**src/hdl/lnb_pkg.sv**
```systemverilog
package lnb_pkg;

   localparam int MAX_COLS  = 64;
   localparam int COL_W     = $clog2(MAX_COLS);
   localparam int LEN_W     = 7;
   localparam int DATA_W    = 16;
   localparam int BUF_W     = 32;
   localparam int ACC_W     = 48;
   localparam int OUT_W     = 32;
   localparam int DIV_STEPS = ACC_W;
   localparam int DIV_CNT_W = $clog2(DIV_STEPS);

   localparam logic [DATA_W-1:0] ONE_Q412 = 16'h1000;

   localparam logic CSR_ROW_LENGTH = 1'b0;
   localparam logic CSR_USE_SCALE  = 1'b1;

   typedef struct packed {
      logic             load;
      logic             l1;
      logic             l2;
      logic             l3;
      logic             e1;
      logic             e2;
      logic             e3;
      logic             e4;
      logic             e5;
      logic             e6;
      logic             div_step;
      logic             qf;
      logic             p1;
      logic             p2;
      logic             p3;
      logic             clr_sums;
      logic             use_scale;
      logic             last;
      logic [COL_W-1:0] addr;
      logic [LEN_W-1:0] len;
   } lnb_cmd_type;

   function automatic logic [ACC_W-1:0] sat48(input logic [ACC_W:0] v);
      logic [ACC_W-1:0] r;
      if (v[ACC_W] != v[ACC_W-1]) begin
         r = v[ACC_W] ? {1'b1, {(ACC_W-1){1'b0}}} : {1'b0, {(ACC_W-1){1'b1}}};
      end else begin
         r = v[ACC_W-1:0];
      end
      return r;
   endfunction

   function automatic logic [OUT_W-1:0] sat32(input logic [ACC_W-1:0] v);
      logic [OUT_W-1:0] r;
      if ((&v[ACC_W-1:OUT_W-1]) || !(|v[ACC_W-1:OUT_W-1])) begin
         r = v[OUT_W-1:0];
      end else begin
         r = v[ACC_W-1] ? {1'b1, {(OUT_W-1){1'b0}}} : {1'b0, {(OUT_W-1){1'b1}}};
      end
      return r;
   endfunction

endpackage

```
**src/hdl/lnb_ctrl.sv**
```systemverilog
module lnb_ctrl (
   input  logic                         clock,
   input  logic                         reset,
   input  logic                         req_valid,
   output logic                         req_ready,
   output logic                         rsp_valid,
   input  logic                         rsp_ready,
   input  logic                         csr_we,
   input  logic                         csr_index,
   input  logic [lnb_pkg::LEN_W-1:0]    csr_wdata,
   output lnb_pkg::lnb_cmd_type         cmd
);

   localparam logic [4:0] ST_IDLE = 5'd0;
   localparam logic [4:0] ST_L1   = 5'd1;
   localparam logic [4:0] ST_L2   = 5'd2;
   localparam logic [4:0] ST_L3   = 5'd3;
   localparam logic [4:0] ST_E0   = 5'd4;
   localparam logic [4:0] ST_E1   = 5'd5;
   localparam logic [4:0] ST_E2   = 5'd6;
   localparam logic [4:0] ST_E3   = 5'd7;
   localparam logic [4:0] ST_E4   = 5'd8;
   localparam logic [4:0] ST_E5   = 5'd9;
   localparam logic [4:0] ST_E6   = 5'd10;
   localparam logic [4:0] ST_DIV  = 5'd11;
   localparam logic [4:0] ST_QF   = 5'd12;
   localparam logic [4:0] ST_P1   = 5'd13;
   localparam logic [4:0] ST_P2   = 5'd14;
   localparam logic [4:0] ST_P3   = 5'd15;
   localparam logic [4:0] ST_OUT  = 5'd16;

   logic [4:0]                      state_ff, state_in;
   logic [lnb_pkg::LEN_W-1:0]       col_ff, col_in;
   logic [lnb_pkg::DIV_CNT_W-1:0]   div_cnt_ff, div_cnt_in;
   logic [lnb_pkg::LEN_W-1:0]       row_length_ff, row_length_in;
   logic                            use_scale_ff, use_scale_in;
   logic [lnb_pkg::LEN_W-1:0]       len_w;
   logic                            row_full_w;

   always_comb begin
      if (row_length_ff == '0) begin
         len_w = lnb_pkg::LEN_W'(1);
      end else if (row_length_ff > lnb_pkg::LEN_W'(lnb_pkg::MAX_COLS)) begin
         len_w = lnb_pkg::LEN_W'(lnb_pkg::MAX_COLS);
      end else begin
         len_w = row_length_ff;
      end
   end

   assign row_full_w = ({1'b0, col_ff} + 1'b1) >= {1'b0, len_w};
   assign req_ready  = (state_ff == ST_IDLE);
   assign rsp_valid  = (state_ff == ST_OUT);

   always_comb begin
      cmd           = '0;
      cmd.addr      = col_ff[lnb_pkg::COL_W-1:0];
      cmd.len       = len_w;
      cmd.use_scale = use_scale_ff;
      cmd.last      = (col_ff == len_w - 1'b1);
      state_in      = state_ff;
      col_in        = col_ff;
      div_cnt_in    = div_cnt_ff;
      row_length_in = row_length_ff;
      use_scale_in  = use_scale_ff;
      case (state_ff)
         ST_IDLE: begin
            if (req_valid) begin
               cmd.load = 1'b1;
               state_in = ST_L1;
            end
         end
         ST_L1: begin
            cmd.l1   = 1'b1;
            state_in = ST_L2;
         end
         ST_L2: begin
            cmd.l2   = 1'b1;
            state_in = ST_L3;
         end
         ST_L3: begin
            cmd.l3 = 1'b1;
            if (row_full_w) begin
               col_in   = '0;
               state_in = ST_E0;
            end else begin
               col_in   = col_ff + 1'b1;
               state_in = ST_IDLE;
            end
         end
         ST_E0: state_in = ST_E1;
         ST_E1: begin
            cmd.e1   = 1'b1;
            state_in = ST_E2;
         end
         ST_E2: begin
            cmd.e2   = 1'b1;
            state_in = ST_E3;
         end
         ST_E3: begin
            cmd.e3   = 1'b1;
            state_in = ST_E4;
         end
         ST_E4: begin
            cmd.e4   = 1'b1;
            state_in = ST_E5;
         end
         ST_E5: begin
            cmd.e5   = 1'b1;
            state_in = ST_E6;
         end
         ST_E6: begin
            cmd.e6     = 1'b1;
            div_cnt_in = '0;
            state_in   = ST_DIV;
         end
         ST_DIV: begin
            cmd.div_step = 1'b1;
            if (div_cnt_ff == lnb_pkg::DIV_CNT_W'(lnb_pkg::DIV_STEPS - 1)) begin
               state_in = ST_QF;
            end else begin
               div_cnt_in = div_cnt_ff + 1'b1;
            end
         end
         ST_QF: begin
            cmd.qf   = 1'b1;
            state_in = ST_P1;
         end
         ST_P1: begin
            cmd.p1   = 1'b1;
            state_in = ST_P2;
         end
         ST_P2: begin
            cmd.p2   = 1'b1;
            state_in = ST_P3;
         end
         ST_P3: begin
            cmd.p3   = 1'b1;
            state_in = ST_OUT;
         end
         ST_OUT: begin
            if (rsp_ready) begin
               if (cmd.last) begin
                  cmd.clr_sums = 1'b1;
                  col_in       = '0;
                  state_in     = ST_IDLE;
               end else begin
                  col_in   = col_ff + 1'b1;
                  state_in = ST_E0;
               end
            end
         end
         default: state_in = ST_IDLE;
      endcase
      if (csr_we) begin
         if (csr_index == lnb_pkg::CSR_ROW_LENGTH) begin
            row_length_in = csr_wdata;
            col_in        = '0;
            cmd.clr_sums  = 1'b1;
         end else begin
            use_scale_in = csr_wdata[0];
         end
      end
   end

   always_ff @(posedge clock) begin
      if (reset) begin
         state_ff      <= ST_IDLE;
         col_ff        <= '0;
         div_cnt_ff    <= '0;
         row_length_ff <= lnb_pkg::LEN_W'(lnb_pkg::MAX_COLS);
         use_scale_ff  <= 1'b1;
      end else begin
         state_ff      <= state_in;
         col_ff        <= col_in;
         div_cnt_ff    <= div_cnt_in;
         row_length_ff <= row_length_in;
         use_scale_ff  <= use_scale_in;
      end
   end

endmodule

```
**config.mk**
```make
export PLATFORM = sky130hd
export DESIGN_NAME = lnb_ctrl
export DESIGN_NICKNAME = d
export VERILOG_FILES = /design/src/hdl/lnb_pkg.sv /design/src/hdl/lnb_ctrl.sv
export SDC_FILE = /design/constraint.sdc
export NUM_CORES = 1
export LEC_CHECK = 0
export BUFFER_PORTS_ARGS = -buffer_cell sky130_fd_sc_hd__buf_4
export CAP_MARGIN = 40
export CORE_UTILIZATION = 44
export CTS_BUF_LIST = sky130_fd_sc_hd__clkbuf_4 sky130_fd_sc_hd__clkbuf_8
export CTS_CLUSTER_DIAMETER = 200
export DETAILED_ROUTE_END_ITERATION = 7
export PLACE_DENSITY = 0.67
export RECOVER_POWER = 25
export SLEW_MARGIN = 10
export SYNTH_ARGS = -nofsm -noshare
export SYNTH_HDL_FRONTEND = slang
export SYNTH_SLANG_ARGS = --single-unit
```
**constraint.sdc**
```tcl
create_clock -name clock -period 3.4 [get_ports clock]
set_input_delay 0.17 -clock clock [delete_from_list [all_inputs] [get_ports clock]]
set_output_delay 0.17 -clock clock [all_outputs]
set_load 0.05 [all_outputs]
```
* Yosys cells after proc, flatten, opt, wreduce, memory -nomap -nowiden
Cells that the tools add are included.
** Storage, ports and cells
- Word-level logic and storage cells :: 78
- Flip-flop bits (word level) :: 26
- Output and inout port bits :: 33
- Input port bits :: 13
** Operators by class
- Bitwise operators :: 1
- Equality and inequality tests :: 22
- Add/sub/neg operators :: 4
- $lt $le $gt $ge :: 2
- Muxes and demuxes :: 37
- Reduce and logical (&&, ||, !) cells :: 7
** Operator list (number)
- case mux 5 bit (17 select lines) :: 1
- two-way mux 7 bit :: 7
- == test 5 x 4 -> 1 bit (second input constant) :: 8
- two-way mux 1 bit :: 21
- == test 5 x 3 -> 1 bit (second input constant) :: 4
- two-way mux 5 bit :: 3
- case mux 7 bit (2 select lines) :: 1
- case mux 6 bit (2 select lines) :: 1
- == test 5 x 2 -> 1 bit (second input constant) :: 2
- adder 7 x 1 -> 8 bit (second input constant) :: 1
- >= comparator 8 x 7 -> 1 bit :: 1
- adder 7 x 1 -> 7 bit (second input constant) :: 1
- == test 7 bit :: 1
- > comparator 7 bit (second input constant) :: 1
- logical NOT 7 bit :: 1
- subtractor 7 x 1 -> 7 bit (second input constant) :: 1
- adder 6 x 1 -> 6 bit (second input constant) :: 1
- == test 6 bit (second input constant) :: 1
- two-way mux 3 bit :: 2
- two-way mux 6 bit :: 1
- != test 2 bit (second input constant) :: 3
- AND reduction 2 bit :: 3
- == test 5 x 1 -> 1 bit (second input constant) :: 1
- == test 5 bit (second input constant) :: 1
- other kinds (5) :: 5

* Depth between registers and ports, before layout
Gate-level depths: netlist (run 1).
- Depth after elaboration :: 10
- Depth in mapped cells :: 13
- Mapped depth without buffers :: 11

* Least setup slack after synthesis (run 1)
No wires, ideal clock.
- Path kind :: flip-flop to output port
- From :: register row_length_ff[3] in the netlist's numbering
- To :: output cmd[15] in the netlist's numbering
- Data arrival time :: 3236 ps
- Cell stages (with the launch flop) :: 10
- Buffers on the path :: 0
- Required time :: 3230 ps
- Path slack :: -6 ps
- Cells stage by stage :: dfxtp_1 > nor3_2 > a21oi_1 > or2_2 > ha_1 > and2b_2 > nor3_1 > o22ai_1 > o311a_2 > o31ai_1
** RTL lines
- from (decl) :: line lnb_ctrl.sv:35 : logic [lnb_pkg::LEN_W-1:0] row_length_ff, row_length_in;
- from (signal assigned) :: line lnb_ctrl.sv:170 : row_length_ff <= lnb_pkg::LEN_W'(lnb_pkg::MAX_COLS);
- from (signal assigned) :: line lnb_ctrl.sv:176 : row_length_ff <= row_length_in;
- to (decl) :: line lnb_ctrl.sv:11 : output lnb_pkg::lnb_cmd_type cmd

==> run_results.csv, run 1 <==
group,metric,value,unit
cells_and_area,final_area,2360,um^2
clocking,tritoncts,"built",
sta,setup_violations,0,
clocking,holdBufCountCts,0,
pwr,ir_drop,0.000183,V
synth,yosysWarnings,0,
detailed_routing,drt_pass1_iterations,4,
critical_path,worstPathRequired,3.23,ns
synth,synth_area_leader_cell,"dfxtp_1",
critical_path,crit_arrival,2.96,ns
cells_and_area,multi_input_area,1350,um^2
global_route,met3_usage,2.45,%
global_route,grtUsageMet1,27.7,%
cells_and_area,register_area,520,um^2
detailed_routing,drc,0,
clocking,cts_max_level,1,
critical_path,crit_path_cell_trace,"nor3_2 > a21oi_1 > or2_2 > ha_1 > and2b_2 > nor3_1 > o22ai_1 > o311a_2 > o31ai_2 > buf_4",
detailed_routing,drt_iter0_drc,90,
cells_and_area,diodes,0,
critical_path,crit_buf_inv,1,
global_route,grt_pass1_wl,8220,um
pwr,power_density,322,nW/um^2
synth,synth_top_cell_area_share,25.3,%
die,io_pins,46,
cells_and_area,n_fill_cell,447,
sta,finalSetupTns,0,ns
sta,relSlewSlack,59.7,%
synth,synth_cell_type_count,57,
sta,drv_slew,0,
critical_path,critPathTopFamily,"simple AND/OR/NAND/NOR gates",
global_route,grtUsageMet2,32.6,%
die,std_cell_rows,24,
detailed_routing,drtAntennaViolNets,0,
sta,fin_crit_sh,92.2,%
critical_path,worst_setup_path_end_kind,"primary output",
placed_design,post_dp_cell_area,2310,um^2
synth,syn_avg_cell_area,7.70,um^2
die,coreArea,4410,um^2
synth,synth-seq-cells,26,
worst_hold_path,hold_class,"in2reg",
critical_path,path_max_fanout,7,
sta,finClkSkew,0.00328,ns
clocking,cts_root_buffer,"clkbuf_8",
synth,syn_nets,290,
synth,yosys-top-cells-count,"nor2_1 (34), dfxtp_1 (26), nand2_1 (24), a21oi_1 (16), buf_4 (11)",
sta,timing.fmax,319,MHz
synth,synth-async-reset-ratio,0,%
clocking,cts_setup_buffers,0,
clocking,cts_sinks,26,
synth,syn_inst,267,
clocking,clk_pin_slew,0.10,ns
clocking,cts_buffer_depth,2,
sta,worstMarginPinSlew,0.608,ns
die,fp.dieW,70.4,um
sta,finalHoldViolations,0,
detailed_routing,wl_per_cell,14.0,um
synth,synth_edf_count,0,
sta,min_period,3.13,ns
cells_and_area,fin_nets,315,
die,die_height,70.4,um
pwr,p_leak,0.00107,uW
job,cap_violations,0,
clocking,clkLatencyLatePin,0.27,ns
placed_design,io_buffers,45,
sta,rsz0062_at_grt,"no",
detailed_routing,vias_per_cell,5.70,
outcome,status,"complete, no violations",
placed_design,place_hpwl,3600,um
critical_path,startpoint_type,"register",
synth,synth_area_leaders,"dfxtp_1 (25%), nor2_1 (6.2%), ha_1 (6.1%), nand2_1 (4.4%), xor2_1 (4.3%)",
synth,ys.flop_type,"dfxtp_1",
global_route,grt_pass1_vias,1760,
global_route,track_usage,20.0,%
critical_path,worst_path_max_delay_cell,"o311a_2",
global_route,grt_antenna_before_repair,0,
detailed_routing,route.vias.total,1954,
critical_path,reg2reg_depth,10,
critical_path,crit_path_max_incr_delay,0.41,ns
global_route,grt_start_max_net_pins,22,
die,die-area,4950,um^2
critical_path,crit_type,"reg2out",
synth,yosysSeqAreaShare,25.3,%
global_route,grt_busiest_layer,"met2",
clocking,cts_resized,0,
critical_path,path_depth,10,
global_route,overflow,0,
synth,synth_most_common_cell,"nor2_1",
die,start_util,46.6,%
synth,synth_area,2060,um^2
detailed_routing,routed_wl,4810,um
worst_hold_path,hold_depth,2,
cells_and_area,drive_gt1_share,20.3,%
placed_design,place.gp.congestion,0.860,
clocking,cts_buffers,3,
cells_and_area,area_growth,14.7,%
## per-layer routing
| layer | vias to the layer above | share of wire, % |
|---|---|---|
| met5 | - | 0 |
| met4 | 0 | 1.1 |
| met3 | 6 | 4.2 |
| met2 | 54 | 45 |
| met1 | 904 | 50 |
| li1 | 990 | - |
## report_power, final
part | switching, uW | internal (uW) | leakage, uW
Combinational | 106 | 60.8 | 0.000818
Clock | 103 | 158 | 0.0000357
Sequential | 19.1 | 313 | 0.000211
## cell usage in the layout (no fill, tap or decap), drive strengths merged, types with 9 or more instances in the layout
| master | instances |
|---|---|
| clkbuf | 9 |
| nand2 | 25 |
| nor3 | 10 |
| xor2 | 10 |
| a21oi | 16 |
| dfxtp | 26 |
| inv | 10 |
| nor2 | 34 |
| ha | 10 |
| nand3 | 9 |
| buf | 39 |
| and2 | 10 |
## cell families (layout without fill, tap and decap cells)
group	Yosys count	in the layout	synth area share [%]
flops	26	26	25.3
compound gates	55	55	20.8
buf+inv	35	59	9.37
mux	1	1	0.487
fa+ha+maj	10	10	6.09
xor+xnor	15	15	6.39
simple gates	125	125	31.6
## path summary, 6_finish.rpt
| kind | start | endpoint | slack (ns) |
|---|---|---|---|
| setup / recovery | row_length_ff[3] | cmd[15] | 0.27 |
| hold / removal | csr_wdata[6] | row_length_ff[6] | 0.1 |
| setup reg to reg | row_length_ff[3] | col_ff[3] | 0.57 |
| hold reg to reg | row_length_ff[4] | row_length_ff[4] | 0.51 |
## per-stage QoR
stage	power, uW	util (%)	cells	hold WS, ns	setup WS [ns]
after floorplan	464	-	267	0.288	0.360
after global placement	507	52.3	339	0.380	0.624
after detailed placement	507	52.3	339	0.382	0.608
after CTS	764	53.9	343	0.0994	0.285
after global routing	791	53.4	343	0.100	0.127
final	760	53.4	343	0.0978	0.266
## sequential cells by signal (all words and copies together), names as in the netlist
name and cells:
row_length_ff 7, col_ff 7, state_ff 5, div_cnt_ff 6, use_scale_ff 1
## area by class of cell
type / instances / area share, %
tap: 52 / 2.76
clock buffer: 3 / 1.75
timing repair buffer: 45 / 13.4
sequential: 26 / 22.1
inverter: 10 / 1.59
multi-input combinational: 206 / 57.2
clock inverter: 1 / 1.27
No activity file was read; power rests on OpenSTA's default activity.
==> run 2, diff against run 1 <==
Settings changed: ABC_AREA from default to 1, ABC_CLOCK_PERIOD_IN_PS from default to 3400, CORE_ASPECT_RATIO from default to 0.9.
==> run 2 against run 1 <==
  * Sequential share of layout area fell by 1.1 points
  * Non-clock buffer count unchanged
  * Cell count is 28% higher
  * Sequential power barely moved
  * Largest cell class unchanged
  * Synthesized area grew 2.8%
  * Sequential cell count did not move
==> run_results.csv, run 2 <==
group,metric,value,unit
sta,min_period,2.88,ns
synth,synth_area_leader_cell,"dfxtp_1",
job,cap_violations,0,
synth,yosysWarnings,0,
outcome,status,"complete, no violations",
critical_path,reg2reg_slack,0.85,ns
cells_and_area,diodes,0,
clocking,clk_pin_slew,0.09,ns
global_route,grt_pass1_vias,1832,
synth,synth_most_common_cell,"inv_1",
critical_path,worst_setup_path_end_kind,"primary output",
worst_hold_path,min_to,"state_ff[2]",
detailed_routing,drtAntennaViolNets,0,
critical_path,path_max_fanout,9,
global_route,overflow,0,
synth,ys.flop_type,"dfxtp_1",
synth,yosys-top-cells-count,"inv_1 (65), nand2_1 (52), nor2_1 (49), nand3_1 (29), dfxtp_1 (26)",
critical_path,startpoint_type,"register",
clocking,cts_max_level,1,
die,coreArea,4520,um^2
worst_hold_path,hold_depth,2,
clocking,cts_buffer_depth,2,
critical_path,critPathTopFamily,"simple AND/OR/NAND/NOR gates",
critical_path,worst_path_max_delay_cell,"dfxtp_1",
pwr,p_sw,268,uW
critical_path,reg2reg_depth,13,
critical_path,rr_endpoint,"state_ff[2]",
detailed_routing,routed_wl,4950,um
critical_path,path_common_cell,"nand2_1",
sta,worstMarginPinSlew,0.591,ns
clocking,clkLatencyLatePin,0.27,ns
clocking,cts_buffers,3,
clocking,cts_resized,0,
placed_design,place.gp.congestion,0.884,
die,io_pins,46,
global_route,grt_antenna_before_repair,0,
synth,syn_avg_cell_area,6.22,um^2
cells_and_area,final_common_cell,"inv_1",
detailed_routing,vias_per_cell,4.97,
synth,synth_area,2110,um^2
critical_path,crit_path_cell_trace,"nor2_1 > nand3_2 > nand2_4 > nand2_1 > ha_1 > nand2_1 > nand2_1 > nor2_1 > a21boi_1 > o21ai_0 > nor2_2 > nand3_4 > inv_2 > nand2_1 > nand2_1 > buf_4",
synth,synth_area_leaders,"dfxtp_1 (25%), inv_1 (12%), nand2_1 (9.2%), nor2_1 (8.7%), nand3_1 (6.9%)",
synth,synth_edf_count,0,
placed_design,io_buffers,45,
detailed_routing,drt_pass1_iterations,4,
die,start_util,46.8,%
clocking,cts_root_buffer,"clkbuf_8",
global_route,grt_pass1_wl,8240,um
synth,yosys.area_share.simple,36.8,%
sta,relSlewSlack,60.7,%
worst_hold_path,hp-start,"reset",
critical_path,crit_path_max_incr_delay,0.41,ns
clocking,cts_setup_buffers,0,
sta,finalSetupTns,0,ns
synth,synth-seq-cells,26,
critical_path,worstPathRequired,3.23,ns
cells_and_area,drive_gt1_share,17.3,%
sta,drv_slew,0,
critical_path,crit_arrival,2.71,ns
cells_and_area,fin_nets,400,
die,die-area,5080,um^2
clocking,holdBufCountCts,0,
sta,timing.final.ws_setup,0.516,ns
critical_path,crit_type,"reg2out",
pwr,ir_drop,0.000201,V
pwr,p_comb_share,27.0,%
clocking,tritoncts,"built",
global_route,grt_start_max_net_pins,16,
sta,rsz0062_at_grt,"no",
pwr,power_density,327,nW/um^2
cells_and_area,top_regs,"col_ff: 7 flops, row_length_ff: 7 flops, div_cnt_ff: 6 flops",
sta,timing.fmax,347,MHz
synth,synth-async-reset-ratio,0,%
pwr,power_switching_share,33.0,%
critical_path,r2r-start,"col_ff[1]",
sta,finalHoldViolations,0,
synth,synth_top_cell_area_share,24.6,%
pwr,p_leak,0.00131,uW
detailed_routing,wl_per_cell,11.3,um
synth,synth-xor-area-share,3.32,%
synth,syn_nets,363,
cells_and_area,mostFrequentLayoutCells,"inv_1 (66), nand2_1 (52), nor2_1 (49)",
die,std_cell_rows,23,
clocking,cts_sinks,26,
detailed_routing,drt_iter0_drc,113,
pwr,clkPwrFrac,32.1,%
synth,synth_fa_ha_area_share,5.92,%
synth,yosysSeqAreaShare,24.6,%
synth,synth_mux_area_share,0,%
sta,fin_crit_sh,84.8,%
synth,synth_cell_type_count,34,
placed_design,pre_cts_ws,0.818,ns
critical_path,crit_buf_inv,2,
die,fp.dieW,75.1,um
detailed_routing,drc,0,
synth,syn_inst,340,
cells_and_area,area_growth,17.5,%
sta,finClkSkew,0.00252,ns
pwr,intPower,543,uW
placed_design,place_hpwl,3960,um
pwr,seqPwrFrac,40.9,%
detailed_routing,route.vias.total,2176,
worst_hold_path,hold_class,"in2reg",
synth,synth_top_family_by_area,"simple AND/OR/NAND/NOR gates",
die,die_height,67.7,um
sta,setup_violations,0,
global_route,track_usage,21.2,%
synth,synth_compound_area_share,12.8,%
## run 2: changes by cell type after synthesis, moves of 8 or more
cell     previous run  this run
o21ai_0             4        19
and2_1             10         0
nand4_1             2        10
nand3_1             9        29
nor2_1             34        49
inv_1               9        65
nand2_1            24        52
## run 2: worst max-delay path by stage
stage	start	to	slack, ns	cells past startpoint
floorplan	row_length_ff[2]	cmd[15]	0.63	15
global placement	col_ff[1]	state_ff[2]	0.83	13
detailed placement	row_length_ff[2]	cmd[15]	0.82	16
CTS	row_length_ff[2]	cmd[15]	0.50	16
global route	row_length_ff[2]	cmd[15]	0.31	16
finish	row_length_ff[2]	cmd[15]	0.52	16
## run 2: stage by stage
stage / instances / hold WS (ns) / power, uW / util [%] / instance area (um^2)
2_1_floorplan: 340 / 0.239 / 506 / - / 2110
5_1_grt: 438 / 0.101 / 856 / 55.0 / 2480
3_5_place_dp: 434 / 0.393 / 562 / 54.1 / 2440
6_report: 438 / 0.102 / 811 / 55.0 / 2480
3_3_place_gp: 434 / 0.391 / 560 / 54.1 / 2440
4_1_cts: 438 / 0.0977 / 822 / 55.6 / 2510
## run 2: cell families (layout without fill, tap and decap cells)
group                    after synthesis  count (layout)
AND/OR/NAND/NOR                      167             167
buffers and inverters                 83             119
AO/OA/AOI/OAI                         46              46
flip-flops                            26              26
adder cells (fa/ha/maj)               10              10
XOR/XNOR                               8               8
## run 2: power by group through the flow
stage | clock network [uW] | registers (uW) | logic (uW)
detailed placement | 0 | 338 | 223
global placement | 0 | 338 | 222
finish | 260 | 331 | 219
floorplan | 0 | 333 | 173
CTS | 267 | 331 | 224
global route | 279 | 334 | 244
## run 2: cell type report
class | count | area [um^2]
Clock buffer | 3 | 41.3
Clock inverter | 1 | 30.0
Fill cell | 475 | 2030
Inverter | 70 | 263
Multi-Input combinational cell | 231 | 1240
Sequential cell | 26 | 520
Tap cell | 62 | 77.6
Timing Repair Buffer | 45 | 308
## run 2: routing by layer
layer	share of wire (%)	vias to the layer above	track usage [%]
li1	-	1147	-
met1	50	965	30.2
met2	44	62	33.7
met3	5.6	2	2.84
met4	0.61	0	4.95
met5	0	-	0
==> run 3, diff against run 2 <==
Settings changed: ABC_AREA 1 to 0, ABC_CLOCK_PERIOD_IN_PS 3400 to 3000.
Clock period 3.4 ns to 3 ns, I/O delays scaled along.
==> run 3 against run 2 <==
  * Design area down 1.9%
  * First-iteration DRC count grew 5.3%
  * Sequential cell count did not move
  * Critical path type unchanged
  * Largest cell class unchanged
  * Largest power group unchanged
  * Highest routed layer unchanged
  * Clock-buffer cell count did not move
==> run_results.csv, run 3 (synthesis results as in run 1) <==
group,metric,value,unit
sta,min_period,2.84,ns
cells_and_area,diodes,0,
die,die-area,4950,um^2
die,fp.dieW,74.1,um
clocking,cts_sinks,26,
critical_path,path_max_fanout,6,
critical_path,worst_setup_path_end_kind,"primary output",
placed_design,place_hpwl,3860,um
sta,timing.fmax,352,MHz
detailed_routing,drtAntennaViolNets,0,
global_route,grt_pass1_vias,1806,
global_route,grt_antenna_before_repair,0,
detailed_routing,routed_wl,4880,um
global_route,track_usage,21.6,%
cells_and_area,fin_nets,323,
cells_and_area,area_growth,18.6,%
die,std_cell_rows,23,
pwr,ir_drop,0.000199,V
cells_and_area,n_fill_cell,458,
sta,timing.final.ws_setup,0.160,ns
detailed_routing,drc,0,
critical_path,crit_arrival,2.69,ns
clocking,cts_root_buffer,"clkbuf_8",
outcome,status,"complete, no violations",
die,die_height,66.8,um
die,start_util,46.1,%
critical_path,worstPathRequired,2.85,ns
sta,finalSetupTns,0,ns
pwr,power_density,317,nW/um^2
sta,relSlewSlack,60.4,%
sta,fin_crit_sh,94.7,%
cells_and_area,mostFrequentLayoutCells,"buf_4 (45), nor2_1 (33), nand2_1 (24), dfxtp_1 (24), a21oi_1 (16)",
global_route,overflow,0,
pwr,p_leak,0.00110,uW
clocking,cts_max_level,1,
cells_and_area,drive_gt1_share,23.2,%
critical_path,startpoint_type,"register",
die,io_pins,46,
detailed_routing,wl_per_cell,13.6,um
clocking,clkLatencyLatePin,0.27,ns
placed_design,io_buffers,45,
placed_design,pre_cts_ws,0.206,ns
sta,rsz0062_at_grt,"no",
worst_hold_path,hold_class,"in2reg",
detailed_routing,drt_pass1_iterations,4,
cells_and_area,final_area,2440,um^2
global_route,grt_start_max_net_pins,22,
detailed_routing,vias_per_cell,5.50,
sta,worstMarginPinSlew,0.596,ns
cells_and_area,final_common_cell,"buf_4",
clocking,clk_pin_slew,0.08,ns
job,cap_violations,0,
clocking,cts_buffers,3,
global_route,grt_pass1_wl,8340,um
sta,drv_slew,0,
clocking,cts_buffer_depth,2,
cells_and_area,fin_util,54.6,%
detailed_routing,drt_iter0_drc,119,
cells_and_area,top_regs,"col_ff: 7 flops, row_length_ff: 7 flops, div_cnt_ff: 6 flops",
clocking,tritoncts,"built",
die,coreArea,4460,um^2
placed_design,place.gp.congestion,0.876,
pwr,power.total,772,uW
placed_design,post_dp_cell_area,2380,um^2
detailed_routing,route.vias.total,1981,
sta,finalHoldViolations,0,
critical_path,crit_type,"reg2out",
sta,setup_violations,0,
sta,finClkSkew,0.00582,ns
[run 3: power by group]
part           total, uW  switching (uW)  internal [uW]
logic                202             127           75.2
registers            373            18.0            355
clock network        197             107           90.0
total                772             252            520
[run 3: worst max-delay path: stages, from the launching register on]
cell and delay, ns:
dfxtp_2 0.35, nor3_4 0.23, a21oi_1 0.08, or2_2 0.29
ha_2 0.22, or3_1 0.37, a311o_2 0.44, o31ai_4 0.25
buf_6 0.19
[run 3: final timing paths]
kind / end / depth (start not counted) / start / slack, ns
worst min-delay path: row_length_ff[6] / 2 / csr_wdata[6] / 0.08
worst min register to register: row_length_ff[4] / 2 / row_length_ff[4] / 0.49
worst max register to register: state_ff[2] / 11 / col_ff[0] / 0.34
worst max-delay path: cmd[15] / 8 / row_length_ff[4] / 0.16
[run 3: metrics by stage]
stage	hold slack, ns	instances
6_report	0.0794	360
5_1_grt	0.0729	360
4_1_cts	0.0784	360
3_5_place_dp	0.361	357
3_3_place_gp	0.354	357
2_1_floorplan	0.268	267
[run 3: what timing repair did]
action,4_1_cts,5_1_grt
setup endpoints to repair,2,3
endpoints found under the hold margin,0,0
pin swaps,1,1
buffers inserted,0,0
hold buffers,0,0
resized for setup,2,6
[run 3: layout make-up]
class,instances,area [um^2],share of cell area [%]
well taps,62,77.6,3.18
flip-flops and latches,26,523,21.5
clock buffers,3,41.3,1.69
repair buffers,53,375,15.4
inverters,10,37.5,1.54
multi-input cells,206,1380,56.7
[run 3: per-layer routing]
metal  wire length (um)  GRT usage (%)  up-vias
met5                  0              0        -
met4                 74           5.77        0
met3                222           3.93       10
met2               2220           34.4       46
met1               2370           29.5      922
li1                   -              -     1003
